<file path="src/rtl/wbps_pkg.sv">
`default_nettype none

package wbps_pkg;

	// Sizing
	localparam int MAX_KEY     = 64;
	localparam int OFFSET_BITS = 32;
	localparam int KEY_IDX_W   = (MAX_KEY > 1) ? $clog2(MAX_KEY) : 1;
	localparam int WIN_DEPTH   = 2 ** KEY_IDX_W;
	localparam int LEN_W       = $clog2(MAX_KEY + 1) > 0 ? $clog2(MAX_KEY + 1) : 1;

	// Fixed field widths
	localparam int KEYCFG_W = 7;
	localparam int INDEX_W  = 6;
	localparam int BYTE_W   = 8;
	localparam int OUT_W    = 32;

	// Input item kinds
	localparam logic KIND_LOAD = 1'b0;
	localparam logic KIND_SCAN = 1'b1;

	// Commands from the controller to the datapath
	typedef struct packed {
		logic scan_accept;
		logic load_accept;
		logic eval;
		logic issue;
		logic finish;
	} wbps_cmd_t;

	// Status from the datapath to the controller
	typedef struct packed {
		logic eligible;
		logic last_issue;
		logic match;
		logic out_blocked;
	} wbps_status_t;

	// Clamp the programmed key length to 1..MAX_KEY
	function automatic logic [LEN_W-1:0] used_length(input logic [KEYCFG_W-1:0] kl);
		logic [LEN_W-1:0] res;
		if (kl == '0) begin
			res = LEN_W'(1);
		end else if (32'(kl) > MAX_KEY) begin
			res = LEN_W'(MAX_KEY);
		end else begin
			res = LEN_W'(kl);
		end
		return res;
	endfunction

endpackage

`default_nettype wire

</file>
<file path="src/rtl/wildcard_byte_pattern_scanner_unit.sv">
`default_nettype none

// Wildcard byte pattern scanner. Load items (kind 0) write one pattern entry,
// a byte or a wildcard. Scan items (kind 1) push one region byte and report
// the start offset of a match of the last key_length bytes; matches never
// overlap, and last_byte ends the region and restarts offsets at zero. A scan
// item that cannot yet start an allowed match goes from evaluation to finish;
// a tested one runs the compare loop, which walks one pattern entry per cycle
// through the single read port of the pattern store and of the byte window,
// then drains and finishes; no new item is taken before it finishes. A found
// offset waits in an output register while the next item is taken; a scan
// item that finds a match while that offset has not been taken yet holds in
// its last cycle until the transfer. key_length must be written only while
// the block is idle (not enforced by the block); 0 acts as 1, above 64 as 64.
module wildcard_byte_pattern_scanner_unit (
	input  wire                            clk,
	input  wire                            arst_n,
	input  wire                            in_valid,
	output logic                           in_ready,
	input  wire                            kind,
	input  wire  [wbps_pkg::INDEX_W-1:0]   entry_index,
	input  wire  [wbps_pkg::BYTE_W-1:0]    entry_value,
	input  wire                            entry_wildcard,
	input  wire  [wbps_pkg::BYTE_W-1:0]    data_byte,
	input  wire                            last_byte,
	output logic                           out_valid,
	input  wire                            out_ready,
	output logic [wbps_pkg::OUT_W-1:0]     match_offset,
	input  wire                            cfg_valid,
	output logic                           cfg_ready,
	input  wire  [wbps_pkg::KEYCFG_W-1:0]  key_length
);
	import wbps_pkg::*;

	wbps_cmd_t    cmd;
	wbps_status_t status;

	// Config transfers are always taken
	assign cfg_ready = 1'b1;

	wbps_ctrl u_ctrl (
		.clk      (clk),
		.arst_n   (arst_n),
		.in_valid (in_valid),
		.in_ready (in_ready),
		.kind     (kind),
		.status   (status),
		.cmd      (cmd)
	);

	wbps_datapath u_datapath (
		.clk            (clk),
		.arst_n         (arst_n),
		.cmd            (cmd),
		.status         (status),
		.cfg_valid      (cfg_valid),
		.key_length     (key_length),
		.entry_index    (entry_index),
		.entry_value    (entry_value),
		.entry_wildcard (entry_wildcard),
		.data_byte      (data_byte),
		.last_byte      (last_byte),
		.out_valid      (out_valid),
		.out_ready      (out_ready),
		.match_offset   (match_offset)
	);

endmodule

`default_nettype wire

</file>
<file path="src/rtl/wbps_ctrl.sv">
`default_nettype none

module wbps_ctrl (
	input  wire                   clk,
	input  wire                   arst_n,
	input  wire                   in_valid,
	output logic                  in_ready,
	input  wire                   kind,
	input  wbps_pkg::wbps_status_t status,
	output wbps_pkg::wbps_cmd_t    cmd
);
	import wbps_pkg::*;

	typedef enum logic [2:0] {
		ST_IDLE,
		ST_EVAL,
		ST_ISSUE,
		ST_DRAIN,
		ST_FINISH
	} state_t;

	state_t state_q;
	logic   xfer;

	assign in_ready = (state_q == ST_IDLE);
	assign xfer     = in_valid && in_ready;

	// Command decode
	always_comb begin
		cmd             = '0;
		cmd.scan_accept = xfer && (kind == KIND_SCAN);
		cmd.load_accept = xfer && (kind == KIND_LOAD);
		cmd.eval        = (state_q == ST_EVAL);
		cmd.issue       = (state_q == ST_ISSUE);
		cmd.finish      = (state_q == ST_FINISH) && !(status.match && status.out_blocked);
	end

	// State register
	always_ff @(posedge clk or negedge arst_n) begin
		if (!arst_n) begin
			state_q <= ST_IDLE;
		end else begin
			unique case (state_q)
				ST_IDLE: begin
					if (xfer && (kind == KIND_SCAN)) state_q <= ST_EVAL;
				end
				ST_EVAL: begin
					state_q <= status.eligible ? ST_ISSUE : ST_FINISH;
				end
				ST_ISSUE: begin
					if (status.last_issue) state_q <= ST_DRAIN;
				end
				ST_DRAIN: begin
					state_q <= ST_FINISH;
				end
				ST_FINISH: begin
					if (!(status.match && status.out_blocked)) state_q <= ST_IDLE;
				end
				default: begin
					state_q <= ST_IDLE;
				end
			endcase
		end
	end

endmodule

`default_nettype wire

</file>
<file path="src/rtl/wbps_datapath.sv">
`default_nettype none

module wbps_datapath (
	input  wire                                  clk,
	input  wire                                  arst_n,
	input  wbps_pkg::wbps_cmd_t                  cmd,
	output wbps_pkg::wbps_status_t               status,
	input  wire                                  cfg_valid,
	input  wire  [wbps_pkg::KEYCFG_W-1:0]        key_length,
	input  wire  [wbps_pkg::INDEX_W-1:0]         entry_index,
	input  wire  [wbps_pkg::BYTE_W-1:0]          entry_value,
	input  wire                                  entry_wildcard,
	input  wire  [wbps_pkg::BYTE_W-1:0]          data_byte,
	input  wire                                  last_byte,
	output logic                                 out_valid,
	input  wire                                  out_ready,
	output logic [wbps_pkg::OUT_W-1:0]           match_offset
);
	import wbps_pkg::*;

	logic [KEYCFG_W-1:0]    key_len_q;
	logic [LEN_W-1:0]       len;

	logic [BYTE_W:0]        pat_mem_q [MAX_KEY];
	logic [BYTE_W-1:0]      win_mem_q [WIN_DEPTH];
	logic [KEY_IDX_W-1:0]   wp_q;
	logic [KEY_IDX_W-1:0]   base_q;

	logic [OFFSET_BITS-1:0] pos_q;
	logic [OFFSET_BITS-1:0] nas_q;
	logic [OFFSET_BITS-1:0] start_q;
	logic                   last_q;
	logic                   elig_q;
	logic                   fail_q;

	logic [LEN_W-1:0]       rd_cnt_q;
	logic                   cmp_vld_s1;
	logic [BYTE_W:0]        pat_rd_s1;
	logic [BYTE_W-1:0]      win_rd_s1;

	logic [OFFSET_BITS:0]   pos_inc;
	logic [OFFSET_BITS:0]   start_full;
	logic [OFFSET_BITS-1:0] start;
	logic                   eligible;
	logic                   match;

	logic                   out_valid_q;
	logic [OUT_W-1:0]       match_offset_q;

	assign len = used_length(key_len_q);

	// Key length register
	always_ff @(posedge clk or negedge arst_n) begin
		if (!arst_n) begin
			key_len_q <= KEYCFG_W'(1);
		end else if (cfg_valid) begin
			key_len_q <= key_length;
		end
	end

	// Pattern store, written by load items
	always_ff @(posedge clk) begin
		if (cmd.load_accept && (32'(entry_index) < MAX_KEY)) begin
			pat_mem_q[KEY_IDX_W'(entry_index)] <= {entry_wildcard, entry_value};
		end
	end

	// Byte window as a circular buffer; newest byte sits just below wp_q
	always_ff @(posedge clk) begin
		if (cmd.scan_accept) begin
			win_mem_q[wp_q] <= data_byte;
		end
	end

	always_ff @(posedge clk or negedge arst_n) begin
		if (!arst_n) begin
			wp_q <= '0;
		end else if (cmd.scan_accept) begin
			wp_q <= wp_q + KEY_IDX_W'(1);
		end
	end

	// Window start and eligibility of the new window; the start is compared
	// at full width so a start one past the offset range still counts as late
	assign pos_inc    = {1'b0, pos_q} + (OFFSET_BITS + 1)'(1);
	assign start_full = pos_inc - (OFFSET_BITS + 1)'(len);
	assign start      = start_full[OFFSET_BITS-1:0];
	assign eligible   = (pos_inc >= (OFFSET_BITS + 1)'(len))
		&& (start_full >= {1'b0, nas_q});

	always_ff @(posedge clk) begin
		if (cmd.scan_accept) begin
			last_q <= last_byte;
		end
		if (cmd.eval) begin
			start_q <= start;
			base_q  <= wp_q - KEY_IDX_W'(len);
		end
	end

	always_ff @(posedge clk or negedge arst_n) begin
		if (!arst_n) begin
			elig_q <= 1'b0;
		end else if (cmd.eval) begin
			elig_q <= eligible;
		end
	end

	// Compare loop: issue one entry per cycle, compare it in the next cycle
	always_ff @(posedge clk or negedge arst_n) begin
		if (!arst_n) begin
			rd_cnt_q   <= '0;
			cmp_vld_s1 <= 1'b0;
			fail_q     <= 1'b0;
		end else begin
			cmp_vld_s1 <= cmd.issue;
			if (cmd.eval) begin
				rd_cnt_q <= '0;
				fail_q   <= 1'b0;
			end else begin
				if (cmd.issue) begin
					rd_cnt_q <= rd_cnt_q + LEN_W'(1);
				end
				if (cmp_vld_s1 && !pat_rd_s1[BYTE_W]
						&& (pat_rd_s1[BYTE_W-1:0] != win_rd_s1)) begin
					fail_q <= 1'b1;
				end
			end
		end
	end

	always_ff @(posedge clk) begin
		if (cmd.issue) begin
			pat_rd_s1 <= pat_mem_q[rd_cnt_q[KEY_IDX_W-1:0]];
			win_rd_s1 <= win_mem_q[base_q + rd_cnt_q[KEY_IDX_W-1:0]];
		end
	end

	assign match = elig_q && !fail_q;

	// Offsets, updated once the item's test is over
	always_ff @(posedge clk or negedge arst_n) begin
		if (!arst_n) begin
			pos_q <= '0;
			nas_q <= '0;
		end else if (cmd.finish) begin
			if (last_q) begin
				pos_q <= '0;
				nas_q <= '0;
			end else begin
				pos_q <= pos_inc[OFFSET_BITS-1:0];
				if (match) begin
					nas_q <= start_q + OFFSET_BITS'(len) + OFFSET_BITS'(1);
				end
			end
		end
	end

	// Output register
	always_ff @(posedge clk or negedge arst_n) begin
		if (!arst_n) begin
			out_valid_q <= 1'b0;
		end else if (cmd.finish && match) begin
			out_valid_q <= 1'b1;
		end else if (out_ready) begin
			out_valid_q <= 1'b0;
		end
	end

	always_ff @(posedge clk) begin
		if (cmd.finish && match) begin
			match_offset_q <= OUT_W'(start_q);
		end
	end

	assign out_valid    = out_valid_q;
	assign match_offset = match_offset_q;

	always_comb begin
		status             = '0;
		status.eligible    = eligible;
		status.last_issue  = (rd_cnt_q == (len - LEN_W'(1)));
		status.match       = match;
		status.out_blocked = out_valid_q && !out_ready;
	end

endmodule

`default_nettype wire

</file>
<file path="config.mk">
export PLATFORM = sky130hd
export DESIGN_NAME = wildcard_byte_pattern_scanner_unit
export DESIGN_NICKNAME = d
export VERILOG_FILES = /design/src/rtl/wbps_pkg.sv /design/src/rtl/wildcard_byte_pattern_scanner_unit.sv /design/src/rtl/wbps_ctrl.sv /design/src/rtl/wbps_datapath.sv
export SDC_FILE = /design/constraint.sdc
export NUM_CORES = 1
export LEC_CHECK = 0
export ABC_AREA = 1
export BUFFER_PORTS_ARGS = -buffer_cell sky130_fd_sc_hd__buf_2
export CORE_MARGIN = 3
export CORE_UTILIZATION = 28
export CTS_CLUSTER_SIZE = 10
export DETAILED_ROUTE_END_ITERATION = 10
export GPL_TIMING_DRIVEN = 0
export HOLD_SLACK_MARGIN = 0.02
export PLACE_DENSITY = 0.54
export SYNTH_ARGS = -nofsm -noshare
export SYNTH_HDL_FRONTEND = slang
export SYNTH_SLANG_ARGS = --single-unit
</file>
<file path="constraint.sdc">
create_clock -name clk -period 4.9 [get_ports clk]
set_input_delay 0.245 -clock clk [delete_from_list [all_inputs] [get_ports clk]]
set_output_delay 0.245 -clock clk [all_outputs]
set_load 0.05 [all_outputs]
</file>
==> metrics.txt, run 1 <==
filler cell count in the final layout 18,700; Synth Register Bits 1,267; Buf/Inv on CP 2; Synth Area in Adders 1.55%; Core Region 189,000 µm²; final core occ between 30% and 40%; Tot Pwr between 0.03 and 0.04 W; count leader, synth edfxtp_1; Post-synth EDFFs roughly 1,200; R2R Path Start u_datapath.rd_cnt_q[0]; share of cells above drive strength 1 under 10%; critical path depth 11; H-Tree Depth 4; Crit. Startpoint u_datapath.rd_cnt_q[0]; Crit path max-delay family buffers and inverters; clk root buf clkbuf_16; Sequential cell area approximately 38,000 µm²; Tcrit/Tclk final a little over nine tenths; area of the multi-input gates between 10,000 and 15,000 µm²; PD cells approximately 630 nW/µm²; initial antenna violation count 7; DR WL met3 12,700 µm; die span in x about 440 µm; FFs w/ async S/R, synth 7.18%; Clock Latency Late Sink just under 800 ps; Mapped Area roughly 53,000 µm²; clock power share between 20% and 30%; share of the synthesized area in the top cell type about two thirds; max layer used met5; largest net degree at the start of global routing 65; routability cong. just under 0.9; cells taking the most area after synthesis edfxtp_1, nor2_1, dfrtp_1; Worst R2R Setup Slack ~160 ps; slowest stage delay, CP ~740 ps; endpoints failing hold 0; Rel. slew slack about 3.6%; RR Endpoint u_datapath.win_rd_s1[7]; fmax between 200 and 250 MHz; HP Class input pin to register; CTS sink cnt about 1,300; largest family of logic cells by synthesized area simple AND/OR/NAND/NOR gates; CTS tree yes; static leakage 20.6 nW; critical path endpoint u_datapath.win_rd_s1[7]; post-synthesis mux area share about 2.3%; Ys Warns 0; crit path kind register to register; DR vias around 36,000; DRC 0; sequential fraction of design power around a third; post-synthesis compound-gate area fraction 9.43%; DRT met1 WL slightly above 70,000 µm; grt ovf 0; Gate Count Post-Synth roughly 4,300; drt wl/cell ~23 µm; area delta synth->final 15.0%; setup ws final 164 ps; Port Buffers 70; Net Sw Frac 41.0%; MaxCap Viol Count 0; Starting Density 28.3%; Int Power approximately 0.023 W; gr usage total about 16%; met2 WL 74,500 µm; sw power roughly 0.016 W; Worst Tran Pin Value between 1000 and 1500 ps; setup skew after layout around 24 ps; slowest CP cell buf_1; post-synthesis cell type count 49; clk buf depth 3; pre-CTS setup slack -75.6 ps; status finished clean; number of global-route vias before repair about 35,000; Reg clk slew, reported paths ~60 ps; io pins slightly above 70; final wirelength roughly 160,000 µm; nets 4,677; Final Critical Period approximately 4700 ps; Yosys top cell by area edfxtp_1; VDD IR max 0.397 mV; Die Height 443 µm; critical path capture point type register; Row Count around 160; first-pass GRT wire length between 200,000 and 250,000 µm; Comb pwr share 40.4%; max-slew violation count 0; worst-case reg-to-reg path depth 11; CTS buffer count 147; critical path, cell by cell ha_1, fa_1, xor2_1, clkbuf_1, buf_1, nand2_1, nand2_1, nor2_1, o31ai_1, nor2_1, a31oi_1; worst path required time approximately 5400 ps; CP max FO 10; Post-Syn Area per Cell 12.3 µm²; crit start category register; final setup fails 0; die area about 200,000 µm²; register area share after synthesis between 70% and 80%; Detailed Routing Iterations Pass 1 6; HPWL after detailed placement 109,000 µm; post-synthesis simple-gate area fraction between 10% and 20%; syn_nets between 4,000 and 5,000; synth cell count leaders edfxtp_1, nor2_1, nand2_1; Vias/cell approximately 5; Post-DRT Antenna Nets 0; XOR/XNOR share of the synthesized area roughly 1.1%; drt initial violations 4,240; Synth Flop Type edfxtp_1; WP data arrival roughly 5300 ps
placed cells by master (no fill, tap or decap), types with 49 or more instances in the layout:
cell type and n:
edfxtp_1 1176, nor2_1 847, nand2_1 458, o21ai_0 336, clkbuf_1 232, nand3_1 204, inv_1 203, clkbuf_16 152
o32ai_1 151, mux2i_1 121, o221ai_1 117, dfrtp_1 89, buf_2 74, ha_1 60, a21oi_1 59, xor2_1 49
what timing repair did:
| item | 4_1_cts | 5_1_grt |
|---|---|---|
| hold buffers | 15 | 1 |
| endpoints found under the setup margin | 3 | 3 |
| endpoints found under the hold margin | 105 | 15 |
| setup buffers | 0 | 1 |
| gates cloned | 0 | 0 |
| resized for setup | 1 | 18 |
worst register-to-register path: cells and delay by family (launching register included):
| kind | cells | cell delay [ps] |
|---|---|---|
| buf+inv | 2 | 1420 |
| compound gates | 2 | 990 |
| fa+ha+maj | 2 | 670 |
| xor+xnor | 1 | 550 |
| simple gates | 4 | 440 |
| flops | 1 | 430 |
cells by family after synthesis:
group,Yosys count
and+or+nand+nor,1604
DFF,1267
AOI/OAI and AO/OA,770
buffers and inverters,441
muxes,121
xor gates and xnor gates,66
adders and majority gates,64
other,1
stage by stage:
| stage | hold WS (ps) | std cells | TNS, ps | instance area [µm²] |
|---|---|---|---|---|
| floorplan | -50.6 | 4334 | 0 | 53500 |
| global placement | 426 | 6899 | -1200 | 56900 |
| detailed placement | 246 | 6904 | -209 | 57000 |
| CTS | 102 | 7137 | 0 | 61400 |
| global route | 61.7 | 7140 | -15.2 | 61500 |
| finish | 50.4 | 7143 | 0 | 61500 |
power groups by stage:
stage / clock, W / sequential [W] / combinational (W)
after floorplan: 0 / 0.0133 / 0.00955
after global placement: 0 / 0.0135 / 0.0153
after detailed placement: 0 / 0.0135 / 0.0154
after CTS: 0.0100 / 0.0132 / 0.0155
after global routing: 0.0105 / 0.0133 / 0.0171
final: 0.00988 / 0.0132 / 0.0157
routing by layer:
layer | global-route usage, % | vias to the layer above
met5 | 0 | -
met4 | 5.84 | 2
met3 | 2.73 | 308
met2 | 25.5 | 1607
met1 | 22.8 | 18000
li1 | - | 16300
worst min-delay path by stage:
stage | endpoint | slack, ps | cells past startpoint | start
5_1_grt | u_datapath.win_mem_q[60][1] | 60 | 1 | data_byte[1]
6_report | u_datapath.win_mem_q[60][1] | 50 | 1 | data_byte[1]
3_5_place_dp | u_datapath.key_len_q[4] | 250 | 1 | arst_n
4_1_cts | u_datapath.pat_mem_q[46][3] | 100 | 1 | entry_value[3]
2_1_floorplan | u_ctrl.state_q[0] | -50 | 0 | arst_n
3_3_place_gp | u_datapath.last_q | 430 | 1 | last_byte
registers in the layout, indices dropped and copies added (netlist names):
name and count:
u_ctrl.state_q 3, u_datapath.base_q 6, u_datapath.cmp_vld_s1 1, u_datapath.elig_q 1, u_datapath.fail_q 1, u_datapath.key_len_q 7, u_datapath.last_q 1, u_datapath.match_offset 32
u_datapath.nas_q 32, u_datapath.out_valid 1, u_datapath.pat_mem_q 576, u_datapath.pat_rd_s1 9, u_datapath.pos_q 32, u_datapath.rd_cnt_q 7, u_datapath.start_q 32, u_datapath.win_mem_q 512
u_datapath.win_rd_s1 8, u_datapath.wp_q 6
cell type report:
cell class	instances	share of cell area, %
Timing Repair Buffer	93	1.06
Multi-Input combinational cell	2626	23.2
Inverter	217	1.33
Buffer	224	1.40
Clock inverter	15	0.246
Clock buffer	203	6.51
Sequential cell	1267	61.1
Antenna cell	3	0.0122
Tap cell	2495	5.08
Note: power is estimated with default switching activity, not from simulation.
==> run 2, diff against run 1 <==
ABC_AREA = 0   (was 1)
==> run 2 against run 1 <==
Compared with the run above:
- the run now ends with negative setup slack left
- register-to-register slack worse by 540 ps
- sequential share of layout area up 0.93 points
- synthesized area down 2.5%
- combinational power down 46%
- global-route usage down 2.7 points
- non-clock buffer count down 67
- critical path depth up 12
- cell count down 22%
- synthesized cell count down 36%
- clock skew about the same
- core utilization up 0.34 points
- clock power about the same
==> metrics.txt, run 2 <==
PD cells 511 nW/µm² (-19%); Die Height 437 µm (-1.2%); Top reg by flops u_datapath.pat_mem_q; Ys Warns 0 (unchanged); Mapped Area 52,100 µm² (-2.5%); grt ovf 0 (unchanged); cells taking the most area after synthesis edfxtp_1, mux4_2, dfrtp_1; CTS tree yes; register area share after synthesis 72.1% (+1.8 points); crit path kind register to register; drt wl/cell 23.8 µm (+3.5%); Rel. slew slack 8.79% (+5.2 points); Post-DRT Antenna Nets 0 (unchanged); die span in x 437 µm (-1.2%); FFs w/ async S/R, synth 7.18% (unchanged); routability cong. 0.844 (-4.2%); die area 191,000 µm² (-2.5%); post-synthesis cell type count 72 (+47%); DR vias 26,800 (-26%); worst hold stages 1 (unchanged); TNS Setup -1080 ps (-1080 ps); slowest CP cell or4b_4; crit start category register; filler cell count in the final layout 17,600 (-5.8%); endpoints failing hold 0 (unchanged); critical path capture point type register; slowest stage delay, CP 580 ps (-160 ps); CTS buffer count 149 (+1.4%); Worst Tran Pin Value 1370 ps (-78.2 ps); count leader, synth edfxtp_1; area delta synth->final 16.3%; share of cells above drive strength 1 23.3% (+17 points); Hold Worst Slack 39.7 ps (-10.7 ps); final wirelength 132,000 µm (-20%); Row Count 157 (-1.3%); final setup fails 3 (+3); io pins 72 (unchanged); DRC 0 (unchanged); first-pass GRT wire length 192,000 µm (-20%); Post-Syn Area per Cell 18.9 µm² (+53%); leading registers by flop count u_datapath.pat_mem_q (576), u_datapath.win_mem_q (512); share of the synthesized area in the top cell type 67.8% (+1.7 points); status finished with violations; synth cell count leaders edfxtp_1, mux4_2, nor2_1; CTS sink cnt 1,267 (unchanged); Tcrit/Tclk final 108% (+11 points); syn_nets 2,858 (-36%); critical path, cell by cell ha_4, buf_4, xor2_1, ha_1, a21o_1, a21oi_1, o21ai_2, nor2b_4, or4_4, or4b_4, mux2i_4, xor2_2, ha_2, a211o_1, a21oi_2, o21ai_2, a2111oi_2, o21ai_1, a31oi_2, o221ai_2, nor3b_2, buf_4, o21ai_1; Yosys top cell by area edfxtp_1; nets 3,118 (-33%); MaxCap Viol Count 0 (unchanged); Finished Layout Cells 5,550 (-22%); Tot Pwr 0.0310 W (-20%); HPWL after detailed placement 84,300 µm (-23%); initial antenna violation count 5 (-2); failing checks negative setup slack; number of global-route vias before repair 27,100 (-23%); Largest register FFs 576 (unchanged); Vias/cell 4.82 (-4.9%); CP max FO 5 (-5); largest net degree at the start of global routing 65 (unchanged); Post-synth EDFFs 1,176 (unchanged); setup skew after layout 23.9 ps (+0.153 ps); setup ws final -371 ps (-535 ps); clk buf depth 3 (unchanged); clk root buf clkbuf_16; H-Tree Depth 4 (unchanged); gr usage total 13.6% (-2.7 points); Synth Flop Type edfxtp_1; final core occ 32.9% (+0.34 points); VDD IR max 0.322 mV (-19%); Port Buffers 66 (-5.7%); Starting Density 28.3% (about the same); HP Class input pin to register; Clock Latency Late Sink 760 ps (-20 ps); max-slew violation count 0 (unchanged); Final Critical Period 5270 ps (+535 ps); Reg clk slew, reported paths 60 ps (about the same); Core Region 184,000 µm² (-2.5%); fmax 190 MHz (-10%); Cells after DPL 5,290 (-23%); Detailed Routing Iterations Pass 1 5 (-1); Synth Register Bits 1,267 (unchanged); drt initial violations 2,367 (-44%); most common cell after layout, fill and taps aside edfxtp_1; static leakage 18.9 nW (-8.4%); most frequent cells in the layout edfxtp_1, mux4_2, nor2_1; worst path required time 5520 ps (+80 ps); WP data arrival 5900 ps (+630 ps); Gate Count Post-Synth 2,757 (-36%); RSZ-0062 raised after global routing true; worst-case reg-to-reg path depth 23 (+12)
-- run 2: worst paths after layout --
| check | from | endpoint | slack [ps] |
|---|---|---|---|
| worst min register to register | u_datapath.start_q[5] | u_datapath.match_offset[5] | 450 |
| worst max-delay path | u_datapath.pos_q[1] | u_ctrl.state_q[1] | -370 |
| worst min-delay path | entry_value[5] | u_datapath.pat_mem_q[3][5] | 40 |
| min in group asynchronous | arst_n | u_datapath.nas_q[14] | 50 |
| worst max register to register | u_datapath.pos_q[1] | u_ctrl.state_q[1] | -370 |
| max in group asynchronous | arst_n | u_datapath.pos_q[1] | 4090 |
-- run 2: kinds of logic after synthesis --
family                     after synthesis  share of synthesized area [%]
other                                    1                        0.00720
xor gates and xnor gates               110                           1.86
AOI/OAI and AO/OA                      236                           2.84
muxes                                  368                           15.5
and+or+nand+nor                        500                           4.56
adders and majority gates               64                           1.59
buffers and inverters                  211                           1.55
DFF                                   1267                           72.1
-- run 2: cell type report --
class	instances	area, µm²	area share (%)
antenna	1	2.50	0.00413
buffer	140	573	0.946
clock buffer	200	4030	6.64
clock inverter	19	195	0.322
inverter	70	264	0.436
multi-input combinational	1279	14100	23.2
sequential	1267	37600	62.1
tap	2464	3080	5.09
timing repair buffer	110	793	1.31
-- run 2: routing by layer --
metal / GRT usage, % / wire [µm]
met1: 19.1 / 58500
met3: 2.38 / 7170
met2: 21.8 / 63400
met5: 0 / 28
met4: 3.93 / 2930
-- run 2: report_power, final --
part	total (W)	internal (W)	switching, W	leakage (nW)
Sequential	0.0125	0.0123	0.000233	11.8
Clock	0.00991	0.00574	0.00417	2.05
Combinational	0.00854	0.00370	0.00484	5.05
-- run 2: worst max-delay path, delay by kind of cell, from the launching register on --
kind	cells	cell delay, ps
and+or+nand+nor	4	1460
muxes	1	220
adders and majority gates	3	630
xor gates and xnor gates	2	340
DFF	1	450
buffers and inverters	2	300
AOI/OAI and AO/OA	11	1730
-- run 2: metrics by stage --
step                setup slack, ps  instance area [µm²]
detailed placement            -1990                55700
global route                   -564                60600
CTS                            -367                60400
floorplan                      10.6                52200
global placement              -2050                55600
finish                         -371                60600
-- run 2: repair_timing --
action,4_1_cts,5_1_grt
endpoints found under the setup margin,11,10
gates cloned,0,0
buffers inserted,20,4
hold endpoints to repair,100,20
hold buffers,13,1
pin swaps,16,15
gates resized for setup,61,31
